[src/rtl/pfsc_pkg.sv]
// Shared types and codes for the PCM/float32 sample converter.
// No dependencies; the converter top level uses it by scoped names.
`timescale 1ns / 1ps

package pfsc_pkg;

    // Device format codes, shared by the decode and encode registers.
    typedef enum logic [3:0] {
        FMT_F32    = 4'd0,
        FMT_F64    = 4'd1,
        FMT_I16    = 4'd2,
        FMT_I24    = 4'd3,
        FMT_I32    = 4'd4,
        FMT_I32_16 = 4'd5,
        FMT_I32_18 = 4'd6,
        FMT_I32_20 = 4'd7,
        FMT_I32_24 = 4'd8
    } t_fmt;

    // Configuration register indexes.
    localparam logic CFG_DECODE_FMT = 1'b0;
    localparam logic CFG_ENCODE_FMT = 1'b1;

    localparam t_fmt FMT_RESET = FMT_I16;

    // Operation codes.
    localparam logic OP_DECODE = 1'b0;
    localparam logic OP_ENCODE = 1'b1;

    // Width of an encoded integer word.
    typedef enum logic [1:0] {
        WID_16,
        WID_24,
        WID_32
    } t_width;

    // Per-item side information that rides along the pipeline.
    typedef struct packed {
        logic        op;
        logic        last;
        logic        dec_int;
        logic [31:0] dec_direct;
        logic        dec_sign;
        logic [4:0]  dec_k;
        logic        enc_int;
        logic [63:0] enc_direct;
        logic        enc_sign;
        logic        enc_i32;
        t_width      enc_wid;
        logic [7:0]  enc_shift;
        logic [4:0]  enc_len;
    } t_side;

endpackage

[src/rtl/pcm_float_sample_converter.sv]
// PCM sample converter top level: device word <-> IEEE float32.
// Depends on pfsc_pkg (format codes, side-band struct).
`timescale 1ns / 1ps

// Usage:
//   Input channel : i_in_valid / o_in_stall carry one sample beat (op,
//   device word, float word, last flag). A beat is taken at a rising edge
//   with i_in_valid high and o_in_stall low.
//   Output channel: o_out_valid / i_out_stall carry one result beat
//   (float_out, encoded_word, last_out), taken when o_out_valid is high
//   and i_out_stall is low.
//   Config port   : i_cfg_we writes i_cfg_data into register i_cfg_idx
//   (0 decode format, 1 encode format). Write only while idle.
// Pipeline: five register stages from input beat to output beat:
//   unpack, multiply / leading-one search, normalize / round setup,
//   round, final shift and sign.
// Throughput: one beat per cycle. The whole pipe advances together; it
//   holds only when the output register is full and the receiver stalls,
//   and then o_in_stall is raised in the same cycle.
// Reset: synchronous, active low; clears all valid bits and sets both
//   format registers to int16. Payload registers are not reset.
// Stall: a stalled output beat holds its value; nothing is lost or
//   repeated.
module pcm_float_sample_converter (
    input  logic        i_clk,
    input  logic        i_rst_n,
    input  logic        i_in_valid,
    output logic        o_in_stall,
    input  logic        i_op,
    input  logic [63:0] i_device_word,
    input  logic [31:0] i_float_in,
    input  logic        i_last_sample,
    output logic        o_out_valid,
    input  logic        i_out_stall,
    output logic [31:0] o_float_out,
    output logic [63:0] o_encoded_word,
    output logic        o_last_out,
    input  logic        i_cfg_we,
    input  logic        i_cfg_idx,
    input  logic [3:0]  i_cfg_data
);

    // Flush a denormal float32 to a zero of the same sign.
    function automatic logic [31:0] flush_f32(input logic [31:0] b);
        flush_f32 = (b[30:23] == 8'd0) ? {b[31], 31'd0} : b;
    endfunction

    // float64 to float32, round to nearest even, denormals flushed.
    function automatic logic [31:0] f64_to_f32(input logic [63:0] d);
        logic [10:0]        e;
        logic [51:0]        m;
        logic [22:0]        man;
        logic [28:0]        rem;
        logic               up;
        logic [23:0]        man24;
        logic signed [12:0] fe;
        e     = d[62:52];
        m     = d[51:0];
        man   = m[51:29];
        rem   = m[28:0];
        up    = (rem > 29'h1000_0000) || ((rem == 29'h1000_0000) && man[0]);
        man24 = {1'b0, man} + {23'd0, up};
        fe    = $signed({2'b00, e}) - 13'sd896;
        if (man24[23]) begin
            fe = fe + 13'sd1;
        end
        if (e == 11'h7FF) begin
            if (m == 52'd0) begin
                f64_to_f32 = {d[63], 8'hFF, 23'd0};
            end else begin
                f64_to_f32 = {d[63], 8'hFF, 1'b1, m[50:29]};
            end
        end else if (e == 11'd0) begin
            f64_to_f32 = {d[63], 31'd0};
        end else if (fe >= 13'sd255) begin
            f64_to_f32 = {d[63], 8'hFF, 23'd0};
        end else if (fe <= 13'sd0) begin
            f64_to_f32 = {d[63], 31'd0};
        end else begin
            f64_to_f32 = {d[63], fe[7:0], man24[22:0]};
        end
    endfunction

    // ---------------------------------------------------------------
    // Configuration registers
    // ---------------------------------------------------------------
    pfsc_pkg::t_fmt r_dec_fmt;
    pfsc_pkg::t_fmt r_enc_fmt;

    always_ff @(posedge i_clk) begin
        if (!i_rst_n) begin
            r_dec_fmt <= pfsc_pkg::FMT_RESET;
            r_enc_fmt <= pfsc_pkg::FMT_RESET;
        end else if (i_cfg_we) begin
            if (i_cfg_idx == pfsc_pkg::CFG_DECODE_FMT) begin
                r_dec_fmt <= pfsc_pkg::t_fmt'(i_cfg_data);
            end
            if (i_cfg_idx == pfsc_pkg::CFG_ENCODE_FMT) begin
                r_enc_fmt <= pfsc_pkg::t_fmt'(i_cfg_data);
            end
        end
    end

    // ---------------------------------------------------------------
    // Pipeline control: advance all stages together unless the output
    // register holds a beat the receiver stalls.
    // ---------------------------------------------------------------
    logic r1_valid, r2_valid, r3_valid, r4_valid, r5_valid;
    logic w_adv;
    assign w_adv      = !(r5_valid && i_out_stall);
    assign o_in_stall = !w_adv;

    always_ff @(posedge i_clk) begin
        if (!i_rst_n) begin
            r1_valid <= 1'b0;
            r2_valid <= 1'b0;
            r3_valid <= 1'b0;
            r4_valid <= 1'b0;
            r5_valid <= 1'b0;
        end else if (w_adv) begin
            r1_valid <= i_in_valid;
            r2_valid <= r1_valid;
            r3_valid <= r2_valid;
            r4_valid <= r3_valid;
            r5_valid <= r4_valid;
        end
    end

    // ---------------------------------------------------------------
    // Stage 1: unpack. Decode: pick the integer and its magnitude, or
    // convert float formats outright. Encode: flush, clamp to [-1,1],
    // pick the full-scale factor.
    // ---------------------------------------------------------------
    pfsc_pkg::t_side n1_side, r1_side;
    logic [31:0]     n1_mag,  r1_mag;
    logic [23:0]     n1_man,  r1_man;
    logic [31:0]     n1_scale, r1_scale;

    always_comb begin
        logic [31:0] lo;
        logic [31:0] v;
        logic [31:0] b;
        logic [7:0]  e;
        lo = i_device_word[31:0];
        v  = lo;
        b  = flush_f32(i_float_in);
        e  = b[30:23];

        n1_side            = '0;
        n1_side.op         = i_op;
        n1_side.last       = i_last_sample;
        n1_side.enc_wid    = pfsc_pkg::WID_32;
        n1_scale           = 32'd0;

        // Decode side
        case (r_dec_fmt)
            pfsc_pkg::FMT_F32: n1_side.dec_direct = flush_f32(lo);
            pfsc_pkg::FMT_F64: n1_side.dec_direct = f64_to_f32(i_device_word);
            pfsc_pkg::FMT_I16: begin
                v = {{16{lo[15]}}, lo[15:0]};
                n1_side.dec_int = 1'b1;
                n1_side.dec_k   = 5'd15;
            end
            pfsc_pkg::FMT_I24: begin
                v = {{8{lo[23]}}, lo[23:0]};
                n1_side.dec_int = 1'b1;
                n1_side.dec_k   = 5'd23;
            end
            pfsc_pkg::FMT_I32: begin
                n1_side.dec_int = 1'b1;
                n1_side.dec_k   = 5'd31;
            end
            pfsc_pkg::FMT_I32_16: begin
                n1_side.dec_int = 1'b1;
                n1_side.dec_k   = 5'd15;
            end
            pfsc_pkg::FMT_I32_18: begin
                n1_side.dec_int = 1'b1;
                n1_side.dec_k   = 5'd17;
            end
            pfsc_pkg::FMT_I32_20: begin
                n1_side.dec_int = 1'b1;
                n1_side.dec_k   = 5'd19;
            end
            pfsc_pkg::FMT_I32_24: begin
                n1_side.dec_int = 1'b1;
                n1_side.dec_k   = 5'd23;
            end
            default: n1_side.dec_direct = 32'd0;
        endcase
        n1_side.dec_sign = v[31];
        n1_mag           = v[31] ? (~v + 32'd1) : v;

        // Encode side
        n1_side.enc_sign  = b[31];
        n1_side.enc_shift = 8'd150 - e;
        if (e == 8'd0) begin
            n1_man = 24'd0;
        end else if ((e > 8'd127) || ((e == 8'd127) && (b[22:0] != 23'd0))) begin
            // Clamp to magnitude one (infinities too).
            n1_man            = 24'h80_0000;
            n1_side.enc_shift = 8'd23;
        end else begin
            n1_man = {1'b1, b[22:0]};
        end

        case (r_enc_fmt)
            pfsc_pkg::FMT_F32: n1_side.enc_direct = {32'd0, b};
            pfsc_pkg::FMT_F64: begin
                if (e == 8'd0) begin
                    n1_side.enc_direct = {b[31], 63'd0};
                end else if (e == 8'hFF) begin
                    n1_side.enc_direct = {b[31], 11'h7FF, b[22:0], 29'd0};
                end else begin
                    n1_side.enc_direct = {b[31], {3'd0, e} + 11'd896, b[22:0], 29'd0};
                end
            end
            pfsc_pkg::FMT_I16: begin
                n1_scale        = 32'd32767;
                n1_side.enc_len = 5'd15;
                n1_side.enc_wid = pfsc_pkg::WID_16;
                n1_side.enc_int = 1'b1;
            end
            pfsc_pkg::FMT_I24: begin
                n1_scale        = 32'd8388607;
                n1_side.enc_len = 5'd23;
                n1_side.enc_wid = pfsc_pkg::WID_24;
                n1_side.enc_int = 1'b1;
            end
            pfsc_pkg::FMT_I32: begin
                // Exact product by 2^31; no rounding, saturate at the end.
                n1_scale        = 32'h8000_0000;
                n1_side.enc_i32 = 1'b1;
                n1_side.enc_int = 1'b1;
            end
            pfsc_pkg::FMT_I32_16: begin
                n1_scale        = 32'd32767;
                n1_side.enc_len = 5'd15;
                n1_side.enc_int = 1'b1;
            end
            pfsc_pkg::FMT_I32_18: begin
                n1_scale        = 32'd131071;
                n1_side.enc_len = 5'd17;
                n1_side.enc_int = 1'b1;
            end
            pfsc_pkg::FMT_I32_20: begin
                n1_scale        = 32'd524287;
                n1_side.enc_len = 5'd19;
                n1_side.enc_int = 1'b1;
            end
            pfsc_pkg::FMT_I32_24: begin
                n1_scale        = 32'd8388607;
                n1_side.enc_len = 5'd23;
                n1_side.enc_int = 1'b1;
            end
            default: n1_side.enc_direct = 64'd0;
        endcase
        // NaN into an integer format gives zero.
        if ((e == 8'hFF) && (b[22:0] != 23'd0)) begin
            n1_side.enc_int = 1'b0;
            if ((r_enc_fmt != pfsc_pkg::FMT_F32) && (r_enc_fmt != pfsc_pkg::FMT_F64)) begin
                n1_side.enc_direct = 64'd0;
            end
        end
    end

    always_ff @(posedge i_clk) begin
        if (w_adv) begin
            r1_side  <= n1_side;
            r1_mag   <= n1_mag;
            r1_man   <= n1_man;
            r1_scale <= n1_scale;
        end
    end

    // ---------------------------------------------------------------
    // Stage 2: leading-one search on the decode magnitude; exact
    // mantissa times full-scale product for encode.
    // ---------------------------------------------------------------
    pfsc_pkg::t_side r2_side;
    logic [31:0]     r2_mag;
    logic [4:0]      n2_lead, r2_lead;
    logic            r2_zero;
    logic [55:0]     n2_prod, r2_prod;

    always_comb begin
        n2_lead = 5'd0;
        for (int i = 0; i < 32; i++) begin
            if (r1_mag[i]) begin
                n2_lead = 5'(i);
            end
        end
        n2_prod = {32'd0, r1_man} * {24'd0, r1_scale};
    end

    always_ff @(posedge i_clk) begin
        if (w_adv) begin
            r2_side <= r1_side;
            r2_mag  <= r1_mag;
            r2_lead <= n2_lead;
            r2_zero <= (r1_mag == 32'd0);
            r2_prod <= n2_prod;
        end
    end

    // ---------------------------------------------------------------
    // Stage 3: normalize the decode magnitude; find the float32 rounding
    // point of the encode product.
    // ---------------------------------------------------------------
    pfsc_pkg::t_side r3_side;
    logic [31:0]     n3_norm, r3_norm;
    logic [4:0]      r3_lead;
    logic            r3_zero;
    logic [55:0]     n3_q, r3_q;
    logic            n3_up, r3_up;
    logic [4:0]      n3_d, r3_d;

    always_comb begin
        logic [5:0]  idx;
        logic [55:0] rem;
        logic [55:0] half;
        n3_norm = r2_mag << (5'd31 - r2_lead);
        idx     = 6'd23 + {1'b0, r2_side.enc_len};
        if (r2_side.enc_i32) begin
            n3_d = 5'd0;
        end else begin
            n3_d = r2_prod[idx] ? r2_side.enc_len : (r2_side.enc_len - 5'd1);
        end
        n3_q = r2_prod >> n3_d;
        rem  = r2_prod & ((56'd1 << n3_d) - 56'd1);
        half = 56'd1 << (n3_d - 5'd1);
        n3_up = !r2_side.enc_i32 && ((rem > half) || ((rem == half) && n3_q[0]));
    end

    always_ff @(posedge i_clk) begin
        if (w_adv) begin
            r3_side <= r2_side;
            r3_norm <= n3_norm;
            r3_lead <= r2_lead;
            r3_zero <= r2_zero;
            r3_q    <= n3_q;
            r3_up   <= n3_up;
            r3_d    <= n3_d;
        end
    end

    // ---------------------------------------------------------------
    // Stage 4: round and pack the decoded float; rebuild the rounded
    // encode product.
    // ---------------------------------------------------------------
    pfsc_pkg::t_side r4_side;
    logic [31:0]     n4_float, r4_float;
    logic [56:0]     n4_round, r4_round;

    always_comb begin
        logic [23:0] mant;
        logic        up;
        logic [24:0] m25;
        logic [8:0]  ex;
        logic [56:0] qs;
        mant = r3_norm[31:8];
        up   = r3_norm[7] && ((r3_norm[6:0] != 7'd0) || mant[0]);
        m25  = {1'b0, mant} + {24'd0, up};
        ex   = {4'd0, r3_lead} + 9'd127 - {4'd0, r3_side.dec_k} + {8'd0, m25[24]};
        if (!r3_side.dec_int) begin
            n4_float = r3_side.dec_direct;
        end else if (r3_zero) begin
            n4_float = 32'd0;
        end else begin
            n4_float = {r3_side.dec_sign, ex[7:0], m25[24] ? 23'd0 : m25[22:0]};
        end
        qs       = {1'b0, r3_q} + {56'd0, r3_up};
        n4_round = qs << r3_d;
    end

    always_ff @(posedge i_clk) begin
        if (w_adv) begin
            r4_side  <= r3_side;
            r4_float <= n4_float;
            r4_round <= n4_round;
        end
    end

    // ---------------------------------------------------------------
    // Stage 5: truncate toward zero, saturate int32, apply sign, mask to
    // the device width; zero the field the op does not use.
    // ---------------------------------------------------------------
    logic [31:0] n5_float, r5_float;
    logic [63:0] n5_enc,   r5_enc;
    logic        r5_last;

    always_comb begin
        logic [56:0] rs;
        logic [31:0] mag;
        logic [31:0] val;
        logic [63:0] word;
        rs  = r4_round >> r4_side.enc_shift;
        mag = rs[31:0];
        val = r4_side.enc_sign ? (~mag + 32'd1) : mag;
        if (r4_side.enc_i32 && !r4_side.enc_sign && mag[31]) begin
            val = 32'h7FFF_FFFF;
        end
        case (r4_side.enc_wid)
            pfsc_pkg::WID_16: word = {48'd0, val[15:0]};
            pfsc_pkg::WID_24: word = {40'd0, val[23:0]};
            default:          word = {32'd0, val};
        endcase
        if (!r4_side.enc_int) begin
            word = r4_side.enc_direct;
        end
        n5_float = (r4_side.op == pfsc_pkg::OP_DECODE) ? r4_float : 32'd0;
        n5_enc   = (r4_side.op == pfsc_pkg::OP_ENCODE) ? word : 64'd0;
    end

    always_ff @(posedge i_clk) begin
        if (w_adv) begin
            r5_float <= n5_float;
            r5_enc   <= n5_enc;
            r5_last  <= r4_side.last;
        end
    end

    assign o_out_valid    = r5_valid;
    assign o_float_out    = r5_float;
    assign o_encoded_word = r5_enc;
    assign o_last_out     = r5_last;

`ifndef ASSERT_OFF
    // Only one of the two result fields may be nonzero.
    a_one_field: assert property (@(posedge i_clk) disable iff (!i_rst_n)
        (o_out_valid && (o_encoded_word != 64'd0)) |-> (o_float_out == 32'd0))
        else $error("both result fields nonzero");

    // An accepted beat shows up in stage one on the next edge.
    a_enter: assert property (@(posedge i_clk) disable iff (!i_rst_n)
        (i_in_valid && !o_in_stall) |=> r1_valid)
        else $error("accepted beat lost at entry");

    // A beat in stage four reaches the output when the pipe advances.
    a_drain: assert property (@(posedge i_clk) disable iff (!i_rst_n)
        (r4_valid && w_adv) |=> o_out_valid)
        else $error("beat lost between stage four and output");
`endif

endmodule

[config.mk]
export PLATFORM = sky130hd
export DESIGN_NAME = pcm_float_sample_converter
export DESIGN_NICKNAME = d
export VERILOG_FILES = /design/src/rtl/pfsc_pkg.sv /design/src/rtl/pcm_float_sample_converter.sv
export SDC_FILE = /design/constraint.sdc
export NUM_CORES = 2
export LEC_CHECK = 0
export ABC_AREA = 0
export BUFFER_PORTS_ARGS = -buffer_cell sky130_fd_sc_hd__buf_2
export CAP_MARGIN = 20
export CORE_MARGIN = 1
export CORE_UTILIZATION = 55
export CTS_CLUSTER_SIZE = 12
export DETAILED_ROUTE_END_ITERATION = 6
export PLACE_DENSITY = 0.81
export SLEW_MARGIN = 10
export SYNTH_ARGS = -nofsm -noshare
export SYNTH_HDL_FRONTEND = slang
export SYNTH_SLANG_ARGS = --single-unit
[constraint.sdc]
create_clock -name i_clk -period 113.6 [get_ports i_clk]
set_input_delay 28.4 -clock i_clk [delete_from_list [all_inputs] [get_ports i_clk]]
set_output_delay 28.4 -clock i_clk [all_outputs]
set_load 0.005 [all_outputs]
; Word-level counts from Yosys, hierarchy flattened
; Cells that the tools add are included.
[totals]
regBits = 924
inputBits = 108
word_cells = 242
[classes]
addsub = 17
multipliers = 1
order_cmp = 6
n_eq_ne = 23
shifts = 6
n_mux = 67
bitwise_logic = 4
n_reduce_logical = 41
[ops]
columns = cell, count
row1 = 31-bit 2-to-1 mux, 7
row2 = 64-bit 2-to-1 mux, 3
row3 = 32-bit one-hot mux with 2 select lines, 3
row4 = 32-bit one-hot mux with 5 select lines, 1
row5 = 32-bit 2-to-1 mux, 4
row6 = 64-bit one-hot mux with 2 select lines, 1
row7 = 63-bit 2-to-1 mux, 2
row8 = 1-bit by 5-bit << shifter with 56-bit output (first input constant), 2
row9 = 5-bit 2-to-1 mux, 16
row10 = 32-bit by 1-bit adder with 32-bit output (second input constant), 2
row11 = 32-bit inverter, 2
row12 = 56-bit by 1-bit adder with 57-bit output, 1
row13 = 57-bit by 5-bit << shifter with 57-bit output, 1
row14 = 57-bit by 8-bit >> shifter with 32-bit output, 1
row15 = 56-bit AND, 1
row16 = 56-bit == test, 1
row17 = 56-bit greater-than comparator, 1
row18 = 24-bit by 32-bit multiplier with 56-bit output, 1
row19 = 56-bit by 5-bit >> shifter with 56-bit output, 1
row20 = 56-bit by 1-bit subtractor with 56-bit output (second input constant), 1
row21 = 52-bit zero test, 1
row22 = 23-bit 2-to-1 mux, 2
row23 = 4-bit by 3-bit == test with 1-bit output (second input constant), 8
row24 = 32-bit zero test, 1
row25 = 54 further kinds, 101

; Longest topological paths before layout
[logic_depth]
depth_word = 30
depth_mapped = 36
ltp_nobuf = 31

; Worst setup path after synthesis
; No wires, ideal clock.
[synth_timing]
kind = input to output
from = in i_out_stall
to = out o_in_stall
t_arrival_ps = 49465
slack_ps = 35735
path_stages = 2
cell_sequence = nand2_1 inv_1
[synth_via]
elab_chain_cells = 1
[synth_rtl]
columns = element, line_no
row1 = from (decl), pcm_float_sample_converter.sv:34  ; input logic i_out_stall,
row2 = 1-bit logical AND, pcm_float_sample_converter.sv:110  ; assign w_adv = !(r5_valid && i_out_stall);
row3 = to (decl), pcm_float_sample_converter.sv:28  ; output logic o_in_stall,
; No other way between the ends.

; Worst setup path in the final report
; Same ends and word-level chain as after synthesis.

==> flow_metrics.env <==
export IMPL_hp_class="flip-flop to flip-flop"
export IMPL_cts_buffers=89
export IMPL_post_cts_setup_buffer_count=0
export IMPL_status="complete, no violations"
export IMPL_cp_required_ps=85200
export IMPL_hpwl_mm=112
export IMPL_synth_edff_count=874
export IMPL_layout_drive_gt1_share_pct=10.5
export IMPL_fin_nets=6253
export IMPL_grt_pass1_wl_mm=234
export IMPL_final_core_util_pct=60.2
export IMPL_rrSetupSlack_ps=104090
export IMPL_numPortBuffers=206
export IMPL_sequentialPowerShare_pct=26.8
export IMPL_p_sw_share_pct=43.6
export IMPL_fp_row_count=121
export IMPL_post_drt_wl_per_cell_um=21.1
export IMPL_htree_levels=3
export IMPL_grt_pass1_vias=42500
export IMPL_vias_per_cell=6.06
export IMPL_antenna_left=0
export IMPL_cp_end_kind="output port"
export IMPL_critPathLaunchType="primary input"
export IMPL_fin_cells=7097
export IMPL_min_period_ps=57850
export IMPL_seq_area_frac_synth_pct=43.5
export IMPL_yosysWarningCount=0
export IMPL_post_cts_resized=0
export IMPL_slowest_delay_ps=530
export IMPL_cp_arrival_ps=29450
export IMPL_gp_congestion=0.970
export IMPL_synth_ff_type="edfxtp_1"
export IMPL_tightest_slew_ps=1170
export IMPL_holdWs_ps=402
export IMPL_die_height_um=335
export IMPL_gr_total_overflow=0
export IMPL_cts_sinks=887
export IMPL_post_route_drc_count=0
export IMPL_p_leak_nw=28.9
export IMPL_antenna_found_initial=11
export IMPL_dr_pass1_iters=6
export IMPL_cp_cell_sequence="buf_2 -> nand2_4 -> inv_1 -> buf_2"
export IMPL_hold_violations=0
export IMPL_skew_ps=29.5
export IMPL_start_util_pct=55.8
export IMPL_setup_viol=0
export IMPL_maxSlewHeadroom_pct=22.3
export IMPL_dr_first_iter_drc_count=4108
export IMPL_p_per_area_nw_per_um2=29.4
export IMPL_fmax_ghz=0.0173
export IMPL_ios=207
export IMPL_syn_mean_instance_area_um2=11.1
export IMPL_yosys_register_bits=887
export IMPL_power_switching_mw=0.844
export IMPL_critPathMaxFanout=57
export IMPL_slowest_stage="nand2_4"
export IMPL_drv_cap=0
export IMPL_grt_max_degree=211
export IMPL_postSynth_asyncResetShare_pct=0
export IMPL_finalPower_mw=1.94
export IMPL_cts_tree="yes"
export IMPL_syn_area_um2=61000
export IMPL_synth_cells=5506
export IMPL_setup_worst_path_class="primary input to output port"
export IMPL_clk_path_buf_depth=3
export IMPL_comb_power_share_pct=59.3
export IMPL_period_share_pct=50.9
export IMPL_clock_latency_ps=680
export IMPL_cts_hold_buf=0
export IMPL_p_int_mw=1.09
export IMPL_dieArea_um2=112000
export IMPL_num_vias=43000
export IMPL_dp_cells=6957
export IMPL_syn_nets=6182
export IMPL_clk_pin_slew_worst_paths_ps=60
export IMPL_grt_usage_pct=26.5
export IMPL_synth_distinct_cells=93
export IMPL_cp_common_cell="buf_2"
export IMPL_p_clk_share_pct=13.9
export IMPL_slew_viol_final=0
export IMPL_root_buffer="clkbuf_16"
export IMPL_coreArea_um2=109000
export IMPL_die_x_um=335
export IMPL_setup_tns_ps=0
export IMPL_peakVddDrop_mv=0.0433
export IMPL_routed_wl_mm=150
export IMPL_min_path_cells=0
export IMPL_area_growth_syn_to_layout_pct=7.98
export IMPL_reg2reg_depth=26
export IMPL_grt_setup_unrepaired="false"
-- path summary, 6_finish.rpt --
path | from | endpoint
worst min register to register | r3_side[38] | r4_side[38]
worst min-delay path | r3_side[38] | r4_side[38]
worst max-delay path | i_out_stall | o_in_stall
worst max register to register | r1_scale[14] | r2_prod[53]
-- synth_stat cells, types with 36 or more instances --
master / n / area share [%]
a21oi_1: 255 / 2.1
fa_1: 327 / 11
ha_1: 241 / 4.9
o21ai_0: 201 / 1.6
and3_1: 104 / 1.1
inv_1: 482 / 3.0
clkbuf_1: 196 / 1.2
xnor2_1: 99 / 1.4
a31oi_1: 43 / 0.44
buf_2: 40 / 0.33
a21o_1: 46 / 0.57
nor2b_1: 74 / 0.76
xor2_1: 56 / 0.80
nor3_1: 98 / 0.80
nand4_1: 36 / 0.37
and2_1: 188 / 1.9
mux2_2: 63 / 1.2
o22ai_1: 63 / 0.65
nand2_1: 494 / 3.0
nand3_1: 115 / 0.94
nor4_1: 41 / 0.42
mux4_2: 91 / 3.4
edfxtp_1: 874 / 43
nor2_1: 380 / 2.3
mux2i_1: 347 / 5.7
a211oi_1: 54 / 0.66
-- power groups by stage --
stage               Sequential [mW]  Combinational (mW)  Clock, mW
detailed placement            0.524                1.13          0
CTS                           0.518                1.14      0.273
global placement              0.521                1.10          0
global route                  0.525                1.28      0.285
floorplan                     0.499               0.878          0
finish                        0.519                1.15      0.269
-- layer usage --
layer,up-vias,GRT usage (%),routed length (um)
met3,339,4.64,11800
met5,-,0,95
met2,1898,44.8,73100
met4,14,8.84,5050
met1,20900,34.5,59700
li1,19900,-,-
-- worst max-delay path, delay by kind of cell --
kind | cells | cell delay [ps]
and+or+nand+nor | 1 | 530
buffers and inverters | 3 | 520
-- registers in the layout (all words and copies together) (netlist names), 4 cells and up --
signal / count
r3_q: 56
r1_man: 24
r3_d: 5
o_encoded_word: 62
r3_side: 116
r1_mag: 32
r_enc_fmt: 4
r2_lead: 5
r_dec_fmt: 4
r4_float: 32
r4_side: 77
r2_side: 121
r1_side: 121
r1_scale: 5
r2_mag: 32
r3_lead: 5
o_float_out: 32
r2_prod: 56
r4_round: 57
r3_norm: 32
-- through the flow --
step,instance area [um2],setup WS [ps]
after floorplan,61000,35730
after global placement,63100,55720
after detailed placement,63100,55710
after CTS,65800,55710
after global routing,65800,55590
final,65800,55750
-- final cells by class --
class / instances / area, um2
diodes: 3 / 7.51
clock buffers: 111 / 2310
clock inverters: 21 / 328
fillers: 8568 / 43500
inverters: 494 / 1850
multi-input cells: 3838 / 31400
flip-flops and latches: 887 / 26500
well taps: 1476 / 1850
repair buffers: 267 / 1550
-- cells by family after synthesis --
kind of cell    after synthesis  synth area share [%]
simple gates               1668                  13.4
compound gates              942                  9.88
flops                       887                  43.5
buf+inv                     781                  5.03
fa+ha+maj                   568                  15.7
mux                         504                  10.3
xor+xnor                    155                  2.23
other cells                   1               0.00615
-- cells in the final DEF (no fill, tap or decap), types with 45 or more instances in the layout --
| master | n |
|---|---|
| edfxtp_1 | 874 |
| nand2_1 | 493 |
| inv_1 | 482 |
| nor2_1 | 379 |
| mux2i_1 | 346 |
| fa_1 | 327 |
| a21oi_1 | 255 |
| ha_1 | 241 |
| buf_2 | 207 |
| o21ai_0 | 201 |
| and2_1 | 188 |
| nand3_1 | 115 |
| and3_1 | 104 |
| xnor2_1 | 99 |
| nor3_1 | 98 |
| mux4_2 | 91 |
| clkbuf_16 | 89 |
| nor2b_1 | 74 |
| mux2_2 | 63 |
| o22ai_1 | 63 |
| xor2_1 | 56 |
| a211oi_1 | 54 |
| buf_4 | 53 |
| a21o_1 | 45 |
No activity file was read; power rests on OpenSTA's default activity.
